File: src/rtl/assert_macros.svh
// ----------------------------------------------------------------------------
// assert_macros.svh
// Assertion macros for the camera basis block; empty under synthesis.
// ----------------------------------------------------------------------------
`ifndef ASSERT_MACROS_SVH
`define ASSERT_MACROS_SVH
`ifndef SYNTHESIS
// Check a property on every rising edge while out of reset.
`define ECB_ASSERT(lbl, clk, rst_n, prop, msg) \
    lbl: assert property (@(posedge clk) disable iff (!rst_n) prop) else $error(msg);
// Check a property on every rising edge, reset included.
`define ECB_ASSERT_ALWAYS(lbl, clk, prop, msg) \
    lbl: assert property (@(posedge clk) prop) else $error(msg);
`else
`define ECB_ASSERT(lbl, clk, rst_n, prop, msg)
`define ECB_ASSERT_ALWAYS(lbl, clk, prop, msg)
`endif
`endif

File: src/rtl/ecb_pkg.sv
// ----------------------------------------------------------------------------
// ecb_pkg
// Shared widths, types, codes and tables of the camera basis block.
// ----------------------------------------------------------------------------
package ecb_pkg;

    localparam int ANGLE_W    = 16;
    localparam int FRAC_W     = 14;
    localparam int VEC_W      = FRAC_W + 2;
    localparam int COORD_W    = 32;
    localparam int TRIG_ITER  = 16;
    localparam int CORDIC_W   = 34;
    localparam int TRIG_SHIFT = 30 - FRAC_W;
    localparam int MAG_W      = COORD_W + 1;
    localparam int NRM_W      = 24;
    localparam int ROOT_W     = NRM_W + 1;
    localparam int SQ_W       = 2 * ROOT_W;
    localparam int DIV_NUM_W  = NRM_W + FRAC_W + 1;
    localparam int QUO_W      = 16;
    localparam int MUL_W      = 25;
    localparam int PROD_W     = 2 * MUL_W;

    localparam logic signed [CORDIC_W-1:0] CORDIC_K = 34'sd652032874;

    typedef logic signed [VEC_W-1:0]   vec_t;
    typedef logic signed [VEC_W+1:0]   vec_wide_t;
    typedef logic [ANGLE_W-1:0]        angle_t;
    typedef logic signed [COORD_W-1:0] coord_t;
    typedef logic [1:0]                reg_addr_t;

    localparam vec_t      VEC_ONE      = 16'sd16384;
    localparam vec_wide_t VEC_WIDE_ONE = 18'sd16384;

    typedef enum logic [1:0] {
        REG_POS_X = 2'd0,
        REG_POS_Y = 2'd1,
        REG_POS_Z = 2'd2
    } reg_idx_t;

    localparam logic CMD_ORIENT = 1'b0;
    localparam logic CMD_LOOK   = 1'b1;

    // Arctangent of 2^-i as a 32-bit binary angle.
    function automatic logic [31:0] atan_entry(input logic [4:0] i);
        logic [31:0] t;
        case (i)
            5'd0:    t = 32'h20000000;
            5'd1:    t = 32'h12E4051E;
            5'd2:    t = 32'h09FB385B;
            5'd3:    t = 32'h051111D4;
            5'd4:    t = 32'h028B0D43;
            5'd5:    t = 32'h0145D7E1;
            5'd6:    t = 32'h00A2F61E;
            5'd7:    t = 32'h00517C55;
            5'd8:    t = 32'h0028BE53;
            5'd9:    t = 32'h00145F2F;
            5'd10:   t = 32'h000A2F98;
            5'd11:   t = 32'h000517CC;
            5'd12:   t = 32'h00028BE6;
            5'd13:   t = 32'h000145F3;
            5'd14:   t = 32'h0000A2F9;
            5'd15:   t = 32'h0000517C;
            5'd16:   t = 32'h000028BE;
            5'd17:   t = 32'h0000145F;
            5'd18:   t = 32'h00000A2F;
            5'd19:   t = 32'h00000517;
            5'd20:   t = 32'h0000028B;
            5'd21:   t = 32'h00000145;
            5'd22:   t = 32'h000000A2;
            5'd23:   t = 32'h00000051;
            5'd24:   t = 32'h00000028;
            5'd25:   t = 32'h00000014;
            5'd26:   t = 32'h0000000A;
            5'd27:   t = 32'h00000005;
            5'd28:   t = 32'h00000002;
            5'd29:   t = 32'h00000001;
            default: t = 32'h00000000;
        endcase
        return t;
    endfunction

    // Saturate a widened component to the unit range.
    function automatic vec_t clamp_vec(input vec_wide_t v);
        vec_t r;
        if (v > VEC_WIDE_ONE)
            r = VEC_ONE;
        else if (v < -VEC_WIDE_ONE)
            r = -VEC_ONE;
        else
            r = v[VEC_W-1:0];
        return r;
    endfunction

endpackage

File: src/rtl/ecb_div.sv
// ----------------------------------------------------------------------------
// ecb_div
// Restoring divider, one quotient bit per cycle.
// ----------------------------------------------------------------------------
module ecb_div (
    input  logic                         clk,
    input  logic                         rst_n,
    input  logic                         start,
    input  logic [ecb_pkg::DIV_NUM_W-1:0] num,
    input  logic [ecb_pkg::ROOT_W-1:0]   den,
    output logic                         done,
    output logic [ecb_pkg::QUO_W-1:0]    quo
);
    import ecb_pkg::*;

    localparam int SH_W  = ROOT_W + QUO_W - 1;
    localparam int CNT_W = $clog2(QUO_W + 1);

    logic                 busy_reg;
    logic                 done_reg;
    logic [CNT_W-1:0]     cnt_reg;
    logic [DIV_NUM_W-1:0] rem_reg;
    logic [SH_W-1:0]      den_reg;
    logic [QUO_W-1:0]     q_reg;
    logic                 ge;

    assign ge = ({{(SH_W - DIV_NUM_W){1'b0}}, rem_reg} >= den_reg);

    always_ff @(posedge clk or negedge rst_n)
    begin
        if (!rst_n)
        begin
            busy_reg <= 1'b0;
            done_reg <= 1'b0;
            cnt_reg  <= '0;
            rem_reg  <= '0;
            den_reg  <= '0;
            q_reg    <= '0;
        end
        else
        begin
            done_reg <= 1'b0;
            if (start)
            begin
                busy_reg <= 1'b1;
                cnt_reg  <= '0;
                rem_reg  <= num;
                den_reg  <= {den, {(QUO_W - 1){1'b0}}};
                q_reg    <= '0;
            end
            else if (busy_reg)
            begin
                if (cnt_reg != CNT_W'(QUO_W))
                begin
                    if (ge)
                        rem_reg <= rem_reg - den_reg[DIV_NUM_W-1:0];
                    q_reg   <= {q_reg[QUO_W-2:0], ge};
                    den_reg <= den_reg >> 1;
                    cnt_reg <= cnt_reg + 1'b1;
                end
                else
                begin
                    busy_reg <= 1'b0;
                    done_reg <= 1'b1;
                end
            end
        end
    end

    assign done = done_reg;
    assign quo  = q_reg;

endmodule

File: config.mk
export PLATFORM = sky130hd
export DESIGN_NAME = ecb_div
export DESIGN_NICKNAME = d
export VERILOG_FILES = /design/src/rtl/assert_macros.svh /design/src/rtl/ecb_pkg.sv /design/src/rtl/ecb_div.sv
export SDC_FILE = /design/constraint.sdc
export NUM_CORES = 1
export LEC_CHECK = 0
export ABC_AREA = 0
export BUFFER_PORTS_ARGS = -buffer_cell sky130_fd_sc_hd__buf_4
export CORE_MARGIN = 3
export CORE_UTILIZATION = 53
export DETAILED_ROUTE_END_ITERATION = 6
export GPL_TIMING_DRIVEN = 0
export PLACE_DENSITY = 0.74
export SYNTH_ARGS = -nofsm -noshare
export SYNTH_HDL_FRONTEND = slang
export SYNTH_SLANG_ARGS = --single-unit
File: constraint.sdc
create_clock -name clk -period 8.95 [get_ports clk]
set_clock_uncertainty 0.1 [all_clocks]
set_input_delay 0.4475 -clock clk [delete_from_list [all_inputs] [get_ports clk]]
set_output_delay 0.4475 -clock clk [all_outputs]
set_load 0.01 [all_outputs]
==> qor.yml <==
status: "complete, no violations"
routabilityCongestion: 0.9443
synth.area.top_cells: "dfrtp_1 (38%), nand2_1 (8.7%), ha_1 (7.6%)"
synthMuxAreaShare: 0.03448
clock-sinks: 102
nets: 1042
worstSetupStartpointType: "flip-flop"
grt_pass1_vias: 6165
clk_pin_slew_ns: 0.08
synth_fa_ha_area_frac: 0.07854
clk_latency_ns: 0.36
drv_slew: 0
max_cap_viol_count: 0
avgViaCountPerCell: 5.701
critPathCaptureType: "flip-flop"
postRouteAntennaNets: 0
yosys_warnings: 0
wl_microns: 18150
synth.top_cell.area_share: 0.3761
grt_usage: 0.2590
synth-edff-count: 0
netlist_area_sq_um: 6787
grt_pass1_wl_microns: 30030
instances_no_fill: 1106
grt_antenna_before_repair: 0
powerDensity_nw_per_um2: 264.9
fmax_mhz: 261.6
async_flop_share: 1.000
criticalPathCategory: "reg -> reg"
cts_setup_buffers: 0
worst_slack_ns: 5.128
die_area_sq_um: 14200
io_pins: 84
relSlewSlack: 0.3709
drtIter0Drc: 457
areaGrowthSynthToFinish_pct: 16.57
hold_viol_final: 0
num_vias: 6305
synth_seq_area_share: 0.3761
largest_reg_flops: 40
cp_slowest_cell: "a221oi_1"
cts_root_buf: "clkbuf_16"
hp-class: "in -> async"
p_leak_nw: 3.543
avgSynthCellArea_sq_um: 8.079
io_buffers: 82
cts_tree: "yes"
rows: 40
final_design_area_no_fill_sq_um: 7911
required_ns: 9.10
setup_viol: 0
placedCellCount: 1090
clockBufferDepth: 2
place_area_sq_um: 7612
drcViolationCount: 0
postCtsHoldBufs: 0
power.total_mw: 2.096
cp_cell_sequence: "inv_1 -> ha_1 -> a21oi_1 -> o21ai_0 -> and3_1 -> a221oi_1 -> a21oi_1 -> nor4b_2 -> or2_0 -> buf_2 -> buf_2 -> o21ai_0 -> mux2_2"
drive_gt1_frac: 0.1247
period_share: 0.4271
synth_fp_nets: 949
fin_util: 0.6452
place_ws_ns: 5.254
peakVddDrop_v: 0.0001546
ys_ff_latch: 102
syn_inst: 840
wl_per_cell_microns: 16.41
layout_min_cycle_time_ns: 3.822
core_region_area_sq_um: 12260
numCtsBuffers: 9
crit_path_max_fanout: 10
finalSetupTns_ns: 0
max_stage_delay_ns: 0.55
start_util: 0.5535
synth_top_family_by_area: "compound AO/OA/AOI/OAI gates"
worstMarginPinSlew_ns: 0.9437
antenna_cells: 0
whs_ns: 0.09811
yosysUniqueCellTypes: 59
synth_top_area_cell: "dfrtp_1"
synth_ff_type: "dfrtp_1"
ctsResizeCount: 0
die_w_microns: 119.2
synth_simple_gate_area_share: 0.1947
drtPass1Iterations: 7
rsz0062_at_grt: "false"
synth_compound_area_frac: 0.2174
htreeDepth: 3
grt_max_degree: 103
arrival_ns: 3.97
grt.overflow.total: 0
die-height_microns: 119.2
hpwl_microns: 13310
synth-xor-area-share: 0.04388
## cell type report
type | count | area (sq um)
Inverter | 47 | 176.4
Clock buffer | 10 | 239.0
Sequential cell | 102 | 2552
Fill cell | 1141 | 4350
Multi-Input combinational cell | 643 | 3861
Clock inverter | 6 | 56.30
Timing Repair Buffer | 82 | 619.3
Tap cell | 168 | 210.2
Buffer | 48 | 196.4
## final timing paths
check | start | cells past startpoint | to | slack [ns]
hold reg to reg | den_reg[0] | 2 | den_reg[0] | 0.43
min in group clk | den[22] | 3 | den_reg[37] | 0.19
hold / removal | rst_n | 1 | den_reg[22] | 0.1
max in group asynchronous | rst_n | 1 | rem_reg[27] | 8.00
setup / recovery | den_reg[11] | 13 | rem_reg[0] | 5.13
setup reg to reg | den_reg[11] | 13 | rem_reg[0] | 5.13
## report_power, final
part	leakage, nW	switching (mW)	internal, mW	total (mW)
Clock	0.144	0.197	0.204	0.400
Combinational	2.11	0.642	0.461	1.10
Sequential	1.29	0.0513	0.541	0.593
## cells by family (layout without fill, tap and decap cells)
| logic type | after synthesis | after routing |
|---|---|---|
| and+or+nand+nor | 293 | 293 |
| adders and majority gates | 42 | 42 |
| DFF | 102 | 102 |
| buffers and inverters | 95 | 193 |
| muxes | 23 | 23 |
| AOI/OAI and AO/OA | 251 | 251 |
| xor gates and xnor gates | 34 | 34 |
## critical path: cells and delay by family (launching register included)
family | cells | cell delay, ns
AO/OA/AOI/OAI | 5 | 1.25
adder cells (fa/ha/maj) | 1 | 0.35
buffers and inverters | 3 | 0.47
flip-flops | 1 | 0.37
AND/OR/NAND/NOR | 3 | 0.90
multiplexers | 1 | 0.27
## cell usage in the layout (no fill, tap or decap), types with 21 or more instances in the layout
cell,synthesis,layout
a21oi_1,94,94
buf_4,2,83
clkbuf_1,38,38
dfrtp_1,102,102
ha_1,41,41
inv_1,46,46
nand2_1,158,158
nor2_1,59,59
o21ai_0,75,75
xnor2_1,21,21
## synthesized netlist by cell type (all sizes together) (3+ instances only)
master / count
nand2: 158
dfrtp: 102
a21oi: 94
o21ai: 75
nor2: 60
inv: 47
ha: 41
clkbuf: 38
xnor2: 21
a21o: 20
mux2i: 20
nand3: 13
nand4: 13
xor2: 13
a31oi: 11
buf: 10
o21bai: 10
nor3: 9
a211oi: 7
and2: 7
nand2b: 5
nor2b: 5
o21a: 5
o31a: 4
o31ai: 4
a2bb2oi: 3
and3: 3
mux2: 3
nor3b: 3
nor4: 3
nor4b: 3
o2111ai: 3
o211ai: 3
or3: 3
## metal layers
layer	global-route usage	part of all wire	routed length [microns]	up-vias
met2	0.4108	0.46	8274	182
met1	0.3524	0.46	8299	2986
met4	0.09993	0.030	547	0
met5	0	0	0	-
li1	-	-	-	3102
met3	0.04748	0.056	1025	35
(Power assumes the default switching activity.)
