===== config.mk =====
export PLATFORM = sky130hd
export DESIGN_NAME = ecb_isqrt
export DESIGN_NICKNAME = d
export VERILOG_FILES = /design/src/rtl/assert_macros.svh /design/src/rtl/ecb_pkg.sv /design/src/rtl/ecb_isqrt.sv
export SDC_FILE = /design/constraint.sdc
export NUM_CORES = 1
export LEC_CHECK = 0
export BUFFER_PORTS_ARGS = -buffer_cell sky130_fd_sc_hd__buf_2
export CORE_ASPECT_RATIO = 1.2
export CORE_MARGIN = 5
export CORE_UTILIZATION = 53
export DETAILED_ROUTE_END_ITERATION = 7
export GPL_ROUTABILITY_DRIVEN = 0
export PLACE_DENSITY = 0.71
export SLEW_MARGIN = 15
export SYNTH_ARGS = -nofsm -noshare
export SYNTH_HDL_FRONTEND = slang
export SYNTH_SLANG_ARGS = --single-unit
export TNS_END_PERCENT = 20

===== constraint.sdc =====
create_clock -name clk -period 11.5 [get_ports clk]
set_clock_uncertainty 0.05 [all_clocks]
set_input_delay 1.15 -clock clk [delete_from_list [all_inputs] [get_ports clk]]
set_output_delay 1.15 -clock clk [all_outputs]
set_load 0.01 [all_outputs]

===== src/rtl/assert_macros.svh =====
// ----------------------------------------------------------------------------
// assert_macros.svh
// Assertion macros for the camera basis block; empty under synthesis.
// ----------------------------------------------------------------------------
`ifndef ASSERT_MACROS_SVH
`define ASSERT_MACROS_SVH
`ifndef SYNTHESIS
// Check a property on every rising edge while out of reset.
`define ECB_ASSERT(lbl, clk, rst_n, prop, msg) \
    lbl: assert property (@(posedge clk) disable iff (!rst_n) prop) else $error(msg);
// Check a property on every rising edge, reset included.
`define ECB_ASSERT_ALWAYS(lbl, clk, prop, msg) \
    lbl: assert property (@(posedge clk) prop) else $error(msg);
`else
`define ECB_ASSERT(lbl, clk, rst_n, prop, msg)
`define ECB_ASSERT_ALWAYS(lbl, clk, prop, msg)
`endif
`endif


===== src/rtl/ecb_pkg.sv =====
// ----------------------------------------------------------------------------
// ecb_pkg
// Shared widths, types, codes and tables of the camera basis block.
// ----------------------------------------------------------------------------
package ecb_pkg;

    localparam int ANGLE_W    = 16;
    localparam int FRAC_W     = 14;
    localparam int VEC_W      = FRAC_W + 2;
    localparam int COORD_W    = 32;
    localparam int TRIG_ITER  = 16;
    localparam int CORDIC_W   = 34;
    localparam int TRIG_SHIFT = 30 - FRAC_W;
    localparam int MAG_W      = COORD_W + 1;
    localparam int NRM_W      = 24;
    localparam int ROOT_W     = NRM_W + 1;
    localparam int SQ_W       = 2 * ROOT_W;
    localparam int DIV_NUM_W  = NRM_W + FRAC_W + 1;
    localparam int QUO_W      = 16;
    localparam int MUL_W      = 25;
    localparam int PROD_W     = 2 * MUL_W;

    localparam logic signed [CORDIC_W-1:0] CORDIC_K = 34'sd652032874;

    typedef logic signed [VEC_W-1:0]   vec_t;
    typedef logic signed [VEC_W+1:0]   vec_wide_t;
    typedef logic [ANGLE_W-1:0]        angle_t;
    typedef logic signed [COORD_W-1:0] coord_t;
    typedef logic [1:0]                reg_addr_t;

    localparam vec_t      VEC_ONE      = 16'sd16384;
    localparam vec_wide_t VEC_WIDE_ONE = 18'sd16384;

    typedef enum logic [1:0] {
        REG_POS_X = 2'd0,
        REG_POS_Y = 2'd1,
        REG_POS_Z = 2'd2
    } reg_idx_t;

    localparam logic CMD_ORIENT = 1'b0;
    localparam logic CMD_LOOK   = 1'b1;

    // Arctangent of 2^-i as a 32-bit binary angle.
    function automatic logic [31:0] atan_entry(input logic [4:0] i);
        logic [31:0] t;
        case (i)
            5'd0:    t = 32'h20000000;
            5'd1:    t = 32'h12E4051E;
            5'd2:    t = 32'h09FB385B;
            5'd3:    t = 32'h051111D4;
            5'd4:    t = 32'h028B0D43;
            5'd5:    t = 32'h0145D7E1;
            5'd6:    t = 32'h00A2F61E;
            5'd7:    t = 32'h00517C55;
            5'd8:    t = 32'h0028BE53;
            5'd9:    t = 32'h00145F2F;
            5'd10:   t = 32'h000A2F98;
            5'd11:   t = 32'h000517CC;
            5'd12:   t = 32'h00028BE6;
            5'd13:   t = 32'h000145F3;
            5'd14:   t = 32'h0000A2F9;
            5'd15:   t = 32'h0000517C;
            5'd16:   t = 32'h000028BE;
            5'd17:   t = 32'h0000145F;
            5'd18:   t = 32'h00000A2F;
            5'd19:   t = 32'h00000517;
            5'd20:   t = 32'h0000028B;
            5'd21:   t = 32'h00000145;
            5'd22:   t = 32'h000000A2;
            5'd23:   t = 32'h00000051;
            5'd24:   t = 32'h00000028;
            5'd25:   t = 32'h00000014;
            5'd26:   t = 32'h0000000A;
            5'd27:   t = 32'h00000005;
            5'd28:   t = 32'h00000002;
            5'd29:   t = 32'h00000001;
            default: t = 32'h00000000;
        endcase
        return t;
    endfunction

    // Saturate a widened component to the unit range.
    function automatic vec_t clamp_vec(input vec_wide_t v);
        vec_t r;
        if (v > VEC_WIDE_ONE)
            r = VEC_ONE;
        else if (v < -VEC_WIDE_ONE)
            r = -VEC_ONE;
        else
            r = v[VEC_W-1:0];
        return r;
    endfunction

endpackage


===== src/rtl/ecb_isqrt.sv =====
// ----------------------------------------------------------------------------
// ecb_isqrt
// Bit-serial floor square root, two radicand bits per cycle.
// ----------------------------------------------------------------------------
module ecb_isqrt (
    input  logic                      clk,
    input  logic                      rst_n,
    input  logic                      start,
    input  logic [ecb_pkg::SQ_W-1:0]  rad,
    output logic                      done,
    output logic [ecb_pkg::ROOT_W-1:0] root
);
    import ecb_pkg::*;

    localparam logic [SQ_W-1:0] BIT_TOP = SQ_W'(1) << (SQ_W - 2);

    logic              busy_reg;
    logic              done_reg;
    logic [SQ_W-1:0]   v_reg, r_reg, bit_reg;
    logic [ROOT_W-1:0] root_reg;
    logic [SQ_W-1:0]   trial;
    logic              take;

    always_comb
    begin
        trial = r_reg + bit_reg;
        take  = (v_reg >= trial);
    end

    always_ff @(posedge clk or negedge rst_n)
    begin
        if (!rst_n)
        begin
            busy_reg <= 1'b0;
            done_reg <= 1'b0;
            v_reg    <= '0;
            r_reg    <= '0;
            bit_reg  <= '0;
            root_reg <= '0;
        end
        else
        begin
            done_reg <= 1'b0;
            if (start)
            begin
                busy_reg <= 1'b1;
                v_reg    <= rad;
                r_reg    <= '0;
                bit_reg  <= BIT_TOP;
            end
            else if (busy_reg)
            begin
                if (bit_reg != '0)
                begin
                    if (take)
                    begin
                        v_reg <= v_reg - trial;
                        r_reg <= (r_reg >> 1) + bit_reg;
                    end
                    else
                        r_reg <= r_reg >> 1;
                    bit_reg <= bit_reg >> 2;
                end
                else
                begin
                    busy_reg <= 1'b0;
                    done_reg <= 1'b1;
                    root_reg <= r_reg[ROOT_W-1:0];
                end
            end
        end
    end

    assign done = done_reg;
    assign root = root_reg;

endmodule


==> results.toml, run 1 <==
[route]
route.detailed.drc = 0
postRouteWirelength_um = 35000
ant_nets = 0
viasPerCell = 6.15
wl_per_cell_um = 18.1
drt_iter0_markers = 906
dr_total_vias = 11900
detailedRoute.firstPassIterationCount = 7

[yosys]
post_synthesis_instance_area_sq_um = 13000
number_of_instances_in_the_synthesized_netlist = 1589
ys_ff_latch = 152
syn-num-nets = 1745
synth-warning-count = 0
netlist-cell-type-count = 85
number_of_flops_mapped_to_enable_cells_by_yosys = 0
post-synth-top-area-cell = "sky130_fd_sc_hd__dfrtp_1"
synth-async-reset-ratio = 1.00
avgSynthCellArea_sq_um = 8.16
yosys_most_used_dff = "sky130_fd_sc_hd__dfrtp_1"
area_share_of_the_largest_cell_type_after_synthesis = 0.293
ys_top_cells_by_area = "sky130_fd_sc_hd__dfrtp_1 (29%), sky130_fd_sc_hd__ha_1 (9.8%), sky130_fd_sc_hd__nand2_1 (7.1%)"
synth-seq-area-share = 0.293

[grt]
grt_first_pass_wirelength_um = 58100
first_global_vias = 11400
grt_antenna_before_repair = 0
overflow_left_after_global_routing = 0
gr-usage-all-layers = 0.251
pin_count_of_the_biggest_net_entering_global_routing = 99

[critical_path]
timing.critical_path.slowest_cell_delay_ns = 0.52
critical_path_arrival_ns = 6.82
setup.worst_path.end_class = "flip-flop"
startpoint_type = "flip-flop"
crit_path_top_delay_cell = "sky130_fd_sc_hd__o41ai_2"
worstPathCellList = "ha_1, nand2_1, o31ai_1, a21bo_2, a21boi_1, o41ai_2, a41oi_1, o21bai_1, a31oi_1, xor2_1, ha_1, nand4_1, nor3_1, nand4_1, o41ai_2, a41o_2, a31o_4, o21ai_4, buf_4, a22oi_1, o21ai_0"
critPathTopFamily = "compound AO/OA/AOI/OAI gates"
crit_type = "flip-flop to flip-flop"
timing.critical_path.fanout_max = 95
worst-path-buf-inv = 1
cp_data_required_time_ns = 11.75

[final_layout]
final_layout_size_suffix_gt1_frac = 0.115
layout_common_cells = "sky130_fd_sc_hd__nand2_1 (247), sky130_fd_sc_hd__o21ai_0 (154), sky130_fd_sc_hd__dfrtp_1 (152), sky130_fd_sc_hd__a21oi_1 (120), sky130_fd_sc_hd__ha_1 (102)"
area_growth_pct = 7.97
mostFrequentLayoutCell = "sky130_fd_sc_hd__nand2_1"
insertedDiodeCount = 0
finalNetCount = 1756

[floorplanning]
die_width_um = 153
boundaryPins = 79
placeableCoreArea_sq_um = 24000
floorplan.initialDensity = 0.539
design.die.area_sq_um = 27700
die_h_um = 181
fp-row-count = 62

[timing]
rel_slew_slack = 0.367
rsz0062_at_grt = "false"
hold_slack_ns = 0.443
final.min_clock_period_ns = 6.57
achievable-frequency_mhz = 152
timing_worst_slew_pin_value_ns = 0.949
report.final.setup_viol = 0
final_min_period_over_clock_period = 0.571
final_hold_viol_count = 0
totalNegativeSetupSlack_ns = 0
slew_viol_final = 0

[clock_tree]
tritoncts = "yes"
post_cts_hold_fix_bufs = 0
cts_sinks = 152
cts.htree.levels = 4
cts_inserted_buffers = 17
post_cts_buffers = 0
ctsResizeCount = 0
clk_pin_slew_ns = 0.07
clk_latency_ns = 0.44
clock_tree.buffer_depth = 2
clock-root-buffer = "sky130_fd_sc_hd__clkbuf_16"

[power]
cellPowerDensity_nw_per_um2 = 254
total_leakage_power_nw = 6.06
worst_ir_drop_vdd_mv = 0.122

[worst_hold_path]
hold_class = "flip-flop to flip-flop"

[place]
detailed_place_hpwl_um = 25600
port-buffer-count = 78

[run]
maxCapViolCount = 0

[outcome]
outcome = "complete, no violations"
==> synth_stat cells (7+ instances only) <==
cell                       count
sky130_fd_sc_hd__nand2_1     247
sky130_fd_sc_hd__o21ai_0     154
sky130_fd_sc_hd__dfrtp_1     152
sky130_fd_sc_hd__a21oi_1     120
sky130_fd_sc_hd__ha_1        102
sky130_fd_sc_hd__nor2_1       97
sky130_fd_sc_hd__xor2_1       70
sky130_fd_sc_hd__xnor2_1      60
sky130_fd_sc_hd__clkbuf_1     51
sky130_fd_sc_hd__a31oi_1      42
sky130_fd_sc_hd__nand4_1      41
sky130_fd_sc_hd__inv_1        32
sky130_fd_sc_hd__mux2i_1      32
sky130_fd_sc_hd__mux2_2       27
sky130_fd_sc_hd__a21o_1       24
sky130_fd_sc_hd__o21bai_1     24
sky130_fd_sc_hd__o21ai_1      21
sky130_fd_sc_hd__buf_2        20
sky130_fd_sc_hd__nor3_1       20
sky130_fd_sc_hd__nand3_1      18
sky130_fd_sc_hd__nor4_1       14
sky130_fd_sc_hd__nor2b_1      13
sky130_fd_sc_hd__o21a_1       13
sky130_fd_sc_hd__o31ai_1      12
sky130_fd_sc_hd__a31o_2       11
sky130_fd_sc_hd__and2_1       10
sky130_fd_sc_hd__and4_1       10
sky130_fd_sc_hd__buf_4        10
sky130_fd_sc_hd__a211oi_1      9
sky130_fd_sc_hd__buf_1         9
sky130_fd_sc_hd__o211ai_1      8
sky130_fd_sc_hd__nor3b_1       7
sky130_fd_sc_hd__o22ai_1       7
==> per-layer routing <==
| metal | GRT usage | share of wire |
|---|---|---|
| met2 | 0.399 | 0.45 |
| met1 | 0.352 | 0.46 |
| met5 | 0 | 0 |
| met3 | 0.0392 | 0.063 |
| met4 | 0.0838 | 0.028 |
==> path summary, 6_finish.rpt <==
check	start	to	slack [ns]	cells past startpoint
hold / removal	v_reg[10]$_DFFE_PN0P_	v_reg[10]$_DFFE_PN0P_	0.44	2
setup / recovery	r_reg[6]$_DFFE_PN0P_	v_reg[38]$_DFFE_PN0P_	4.93	21
max in group asynchronous	rst_n	r_reg[47]$_DFFE_PN0P_	9.37	2
hold reg to reg	v_reg[10]$_DFFE_PN0P_	v_reg[10]$_DFFE_PN0P_	0.44	2
setup reg to reg	r_reg[6]$_DFFE_PN0P_	v_reg[38]$_DFFE_PN0P_	4.93	21
min in group asynchronous	rst_n	v_reg[6]$_DFFE_PN0P_	0.78	1
==> kinds of logic (layout without fill, tap and decap cells) <==
logic type      Yosys count  count (layout)  synth area share
mux                      59              59            0.0481
buf+inv                 127             151            0.0429
fa+ha+maj               103             103             0.100
xor+xnor                130             130            0.0878
simple gates            509             509             0.180
compound gates          509             509             0.247
flops                   152             152             0.293
==> metrics by stage <==
step	total power [mW]	worst slack [ns]	util	instance area (sq um)	std cells
after floorplan	2.50	6.52	-	13000	1589
after global placement	2.91	5.30	0.558	13400	1901
after detailed placement	2.95	5.07	0.558	13400	1901
after CTS	3.54	5.03	0.582	14000	1933
after global routing	3.84	4.49	0.582	14000	1933
final	3.56	4.93	0.582	14000	1933
==> worst reg2reg max path: cells and delay by family (launching register included) <==
family | cells | cell delay [ns]
buf+inv | 1 | 0.36
xor+xnor | 1 | 0.18
flops | 1 | 0.49
simple gates | 4 | 0.87
fa+ha+maj | 2 | 0.79
compound gates | 13 | 3.68
==> report_power, final <==
part           internal, mW  switching (mW)
combinational         0.843            1.31
sequential            0.679           0.154
clock                 0.308           0.262
total                  1.83            1.73
==> area by class of cell <==
type	count	area [sq um]
fill	2191	10000
multi-input combinational	1310	8630
sequential	152	3800
timing repair buffer	86	457
clock buffer	18	429
tap	320	400
clock inverter	14	161
inverter	33	124
Note: power is estimated with default switching activity, not from simulation.
==> run 2, diff against run 1 <==
- clock period: 11.5 -> 6.8 ns (I/O delays scaled with it)
==> results.toml, run 2 (synthesis results as in run 1) <==
[timing]
slew_viol_final = 0
achievable-frequency_mhz = 162
final_min_period_over_clock_period = 0.907
report.final.setup_viol = 0
final_hold_viol_count = 0
rel_slew_slack = 0.361
hold_slack_ns = 0.310
timing_worst_slew_pin_value_ns = 0.959
final.min_clock_period_ns = 6.17
totalNegativeSetupSlack_ns = 0
rsz0062_at_grt = "false"

[final_layout]
finalNetCount = 1759
mostFrequentLayoutCell = "sky130_fd_sc_hd__nand2_1"
area_growth_pct = 8.45
fillers = 2199
finalCoreUtilization = 0.585
insertedDiodeCount = 0
layout_common_cells = "sky130_fd_sc_hd__nand2_1 (247), sky130_fd_sc_hd__o21ai_0 (154), sky130_fd_sc_hd__dfrtp_1 (152), sky130_fd_sc_hd__a21oi_1 (120), sky130_fd_sc_hd__ha_1 (102)"
final_cell_area_sq_um = 14100
final_layout_size_suffix_gt1_frac = 0.117

[grt]
grt_first_pass_wirelength_um = 58300
grt_use_met3 = 0.0390
grt_use_met1 = 0.354
globalRoute.busiestLayer = "met2"
first_global_vias = 11400
grt_antenna_before_repair = 0
pin_count_of_the_biggest_net_entering_global_routing = 104
gr-usage-all-layers = 0.253
grt_util_met2 = 0.407
overflow_left_after_global_routing = 0

[clock_tree]
clock_tree.buffer_depth = 2
cts_inserted_buffers = 17
cts_sinks = 152
post_cts_buffers = 0
cts.htree.levels = 4
tritoncts = "yes"
clk_latency_ns = 0.45
clock-root-buffer = "sky130_fd_sc_hd__clkbuf_16"
post_cts_hold_fix_bufs = 0
ctsResizeCount = 0
clk_pin_slew_ns = 0.08

[floorplanning]
fp-row-count = 62
placeableCoreArea_sq_um = 24000
die_width_um = 153
design.die.area_sq_um = 27700
die_h_um = 181
boundaryPins = 79
floorplan.initialDensity = 0.539

[critical_path]
critPathTopFamily = "compound AO/OA/AOI/OAI gates"
crit_type = "flip-flop to flip-flop"
cp_data_required_time_ns = 7.06
startpoint_type = "flip-flop"
r2r_cell_count = 21
worstReg2RegEnd = "v_reg[41]$_DFFE_PN0P_"
crit-reg2reg-launch = "r_reg[6]$_DFFE_PN0P_"
worst-path-buf-inv = 1
timing.critical_path.slowest_cell_delay_ns = 0.53
worstPathCellList = "ha_1, nand2_1, o31ai_1, a21bo_2, a21boi_1, o41ai_2, a41oi_1, o21bai_1, a31oi_1, xor2_1, ha_1, nand4_1, nor3_1, nand4_1, o41ai_2, a41o_2, a31o_4, o21ai_4, buf_4, a22oi_1, o21ai_0"
rrSetupSlack_ns = 0.63
crit_path_top_delay_cell = "sky130_fd_sc_hd__o41ai_2"
critical_path_arrival_ns = 6.43
setup.worst_path.end_class = "flip-flop"
timing.critical_path.fanout_max = 23

[route]
ant_nets = 0
wl_per_cell_um = 18.1
postRouteWirelength_um = 35100
drt_iter0_markers = 870
dr_total_vias = 11800
detailedRoute.firstPassIterationCount = 5
viasPerCell = 6.12
route.detailed.drc = 0

[place]
placed_area_sq_um = 13400
detailed_place_hpwl_um = 26000
port-buffer-count = 78

[worst_hold_path]
hold_class = "input pin to asynchronous set/reset pin"

[run]
maxCapViolCount = 0

[power]
worst_ir_drop_vdd_mv = 0.227
total_leakage_power_nw = 6.10
cellPowerDensity_nw_per_um2 = 433
power.total_mw = 6.09

[outcome]
outcome = "complete, no violations"
==> run 2: where the power goes <==
part	internal (mW)	switching, mW	leakage, nW
Clock	0.533	0.474	0.303
Sequential	1.15	0.254	2.01
Combinational	1.45	2.23	3.79
==> run 2: layout make-up <==
cell class / instances / area [sq um] / share of cell area
clock buffers: 17 / 425 / 0.0302
clock inverters: 15 / 193 / 0.0137
inverters: 33 / 124 / 0.00881
multi-input cells: 1310 / 8630 / 0.613
flip-flops and latches: 152 / 3800 / 0.270
well taps: 320 / 400 / 0.0285
repair buffers: 89 / 492 / 0.0350
==> run 2: how the worst max path moves through the flow <==
stage	start	endpoint	slack (ns)	cells after the start
2_1_floorplan	r_reg[4]$_DFFE_PN0P_	r_reg[19]$_DFFE_PN0P_	1.82	20
3_3_place_gp	r_reg[6]$_DFFE_PN0P_	v_reg[41]$_DFFE_PN0P_	0.84	21
3_5_place_dp	r_reg[6]$_DFFE_PN0P_	v_reg[41]$_DFFE_PN0P_	0.73	21
4_1_cts	r_reg[6]$_DFFE_PN0P_	v_reg[41]$_DFFE_PN0P_	0.70	21
5_1_grt	r_reg[6]$_DFFE_PN0P_	v_reg[0]$_DFFE_PN0P_	0.16	21
6_report	r_reg[6]$_DFFE_PN0P_	v_reg[41]$_DFFE_PN0P_	0.63	21
==> run 2: per-stage QoR <==
step	worst slack, ns	cells
finish	0.633	1936
global route	0.161	1936
CTS	0.703	1936
detailed placement	0.734	1904
global placement	0.839	1904
floorplan	1.82	1589
==> run 2: per-layer routing <==
metal | wire (um) | share of wire | vias to the layer above
met4 | 734 | 0.021 | 0
met5 | 0 | 0 | -
met2 | 16200 | 0.46 | 413
met3 | 2070 | 0.059 | 55
met1 | 16200 | 0.46 | 5582
li1 | - | - | 5798
==> run 3, diff against run 2 <==
- CORE_ASPECT_RATIO: 1.2 -> not set
==> results.toml, run 3 (synthesis results as in run 1) <==
[outcome]
outcome = "complete, no violations"

[timing]
totalNegativeSetupSlack_ns = 0
achievable-frequency_mhz = 159
postLayoutSetupSlackWorst_ns = 0.491
final.min_clock_period_ns = 6.31
timing_worst_slew_pin_value_ns = 0.958
final_hold_viol_count = 0
slew_viol_final = 0
rsz0062_at_grt = "false"
hold_slack_ns = 0.191
final_min_period_over_clock_period = 0.928
report.final.setup_viol = 0
rel_slew_slack = 0.361

[critical_path]
cp_data_required_time_ns = 7.06
worstPathCellList = "ha_1, a21oi_1, o31ai_1, a21bo_2, a21boi_1, o41ai_2, a41oi_1, o21bai_1, a31oi_1, xor2_1, ha_1, nand4_1, nor3_1, nand4_1, o41ai_2, a41o_2, a31o_4, buf_4, o21ai_0, xnor2_1, o21ai_0"
startpoint_type = "flip-flop"
worst-path-buf-inv = 1
timing.critical_path.fanout_max = 41
rrSetupSlack_ns = 0.49
critPathTopFamily = "compound AO/OA/AOI/OAI gates"
critical_path_arrival_ns = 6.56
timing.critical_path.slowest_cell_delay_ns = 0.49
crit_type = "flip-flop to flip-flop"
setup.worst_path.end_class = "flip-flop"
crit_path_top_delay_cell = "sky130_fd_sc_hd__o31ai_1"

[clock_tree]
cts.htree.levels = 4
clk_latency_ns = 0.45
clk_pin_slew_ns = 0.08
cts_sinks = 152
clock_tree.buffer_depth = 2
tritoncts = "yes"
clock-root-buffer = "sky130_fd_sc_hd__clkbuf_16"
post_cts_hold_fix_bufs = 0
ctsResizeCount = 0
cts_inserted_buffers = 17
post_cts_buffers = 0

[final_layout]
layout_common_cells = "sky130_fd_sc_hd__nand2_1 (247), sky130_fd_sc_hd__o21ai_0 (154), sky130_fd_sc_hd__dfrtp_1 (152), sky130_fd_sc_hd__a21oi_1 (120), sky130_fd_sc_hd__ha_1 (102)"
insertedDiodeCount = 0
final_layout_size_suffix_gt1_frac = 0.117
finalCoreUtilization = 0.583
fillers = 2135
finalNetCount = 1759
area_growth_pct = 8.67
mostFrequentLayoutCell = "sky130_fd_sc_hd__nand2_1"

[grt]
grt_first_pass_wirelength_um = 58200
grt_antenna_before_repair = 0
first_global_vias = 11300
pin_count_of_the_biggest_net_entering_global_routing = 96
overflow_left_after_global_routing = 0
gr-usage-all-layers = 0.250

[route]
detailedRoute.firstPassIterationCount = 5
ant_nets = 0
viasPerCell = 6.18
postRouteWirelength_um = 35300
route.detailed.drc = 0
wl_per_cell_um = 18.2
drt_iter0_markers = 1109
dr_total_vias = 12000

[power]
power.share.clock = 0.166
power.net_switching_mw = 2.99
cellPowerDensity_nw_per_um2 = 433
worst_ir_drop_vdd_mv = 0.271
switching_share = 0.491
total_leakage_power_nw = 6.10
cell_internal_pwr_mw = 3.11
power.sequential.fraction = 0.231
power.total_mw = 6.10
part_of_the_total_power_dissipated_in_combinational_logic = 0.604

[place]
dpl_ws_ns = 0.664
detailed_place_hpwl_um = 25900
port-buffer-count = 78

[floorplanning]
boundaryPins = 79
die_h_um = 166
floorplan.initialDensity = 0.536
design.die.area_sq_um = 27700
fp-row-count = 57
placeableCoreArea_sq_um = 24200
die_width_um = 166

[run]
maxCapViolCount = 0

[worst_hold_path]
hold_class = "input pin to asynchronous set/reset pin"
## run 3: worst reg2reg max path: stages, from the launching register on
cell and delay, ns:
sky130_fd_sc_hd__dfrtp_1 0.48, sky130_fd_sc_hd__ha_1 0.39, sky130_fd_sc_hd__a21oi_1 0.09, sky130_fd_sc_hd__o31ai_1 0.49, sky130_fd_sc_hd__a21bo_2 0.25, sky130_fd_sc_hd__a21boi_1 0.14, sky130_fd_sc_hd__o41ai_2 0.48, sky130_fd_sc_hd__a41oi_1 0.26
sky130_fd_sc_hd__o21bai_1 0.26, sky130_fd_sc_hd__a31oi_1 0.13, sky130_fd_sc_hd__xor2_1 0.16, sky130_fd_sc_hd__ha_1 0.39, sky130_fd_sc_hd__nand4_1 0.26, sky130_fd_sc_hd__nor3_1 0.39, sky130_fd_sc_hd__nand4_1 0.19, sky130_fd_sc_hd__o41ai_2 0.39
sky130_fd_sc_hd__a41o_2 0.21, sky130_fd_sc_hd__a31o_4 0.13, sky130_fd_sc_hd__buf_4 0.44, sky130_fd_sc_hd__o21ai_0 0.22, sky130_fd_sc_hd__xnor2_1 0.23, sky130_fd_sc_hd__o21ai_0 0.11
## run 3: through the flow
stage / instance area (sq um) / cells
finish: 14100 / 1940
global route: 14100 / 1940
CTS: 14100 / 1940
detailed placement: 13500 / 1908
global placement: 13500 / 1908
floorplan: 13000 / 1589
## run 3: area by class of cell
cell class | instances | area (sq um) | area share
Clock buffer | 17 | 425 | 0.0302
Clock inverter | 15 | 216 | 0.0154
Inverter | 33 | 124 | 0.00879
Multi-Input combinational cell | 1310 | 8630 | 0.612
Sequential cell | 152 | 3800 | 0.270
Tap cell | 324 | 405 | 0.0288
Timing Repair Buffer | 89 | 492 | 0.0349
## run 3: worst paths after layout
kind | startpoint | end | cells past startpoint
max reg2reg | r_reg[4]$_DFFE_PN0P_ | r_reg[31]$_DFFE_PN0P_ | 21
min in group clk | rad[43] | v_reg[43]$_DFFE_PN0P_ | 3
min reg2reg | v_reg[24]$_DFFE_PN0P_ | v_reg[24]$_DFFE_PN0P_ | 2
max in group asynchronous | rst_n | v_reg[29]$_DFFE_PN0P_ | 2
max | r_reg[4]$_DFFE_PN0P_ | r_reg[31]$_DFFE_PN0P_ | 21
min | rst_n | root[5]$_DFFE_PN0P_ | 1
## run 3: routing by layer
layer / GRT usage / vias up / share of wire
li1: - / 5808 / -
met1: 0.369 / 5681 / 0.47
met2: 0.382 / 434 / 0.44
met3: 0.0436 / 61 / 0.073
met4: 0.0651 / 0 / 0.022
met5: 0 / - / 0
## run 3: power by group through the flow
stage	logic, mW	clock network [mW]	registers, mW
2_1_floorplan	2.92	0	1.31
3_3_place_gp	3.54	0	1.41
3_5_place_dp	3.59	0	1.41
4_1_cts	3.62	1.02	1.40
5_1_grt	4.05	1.07	1.44
6_report	3.68	1.01	1.41
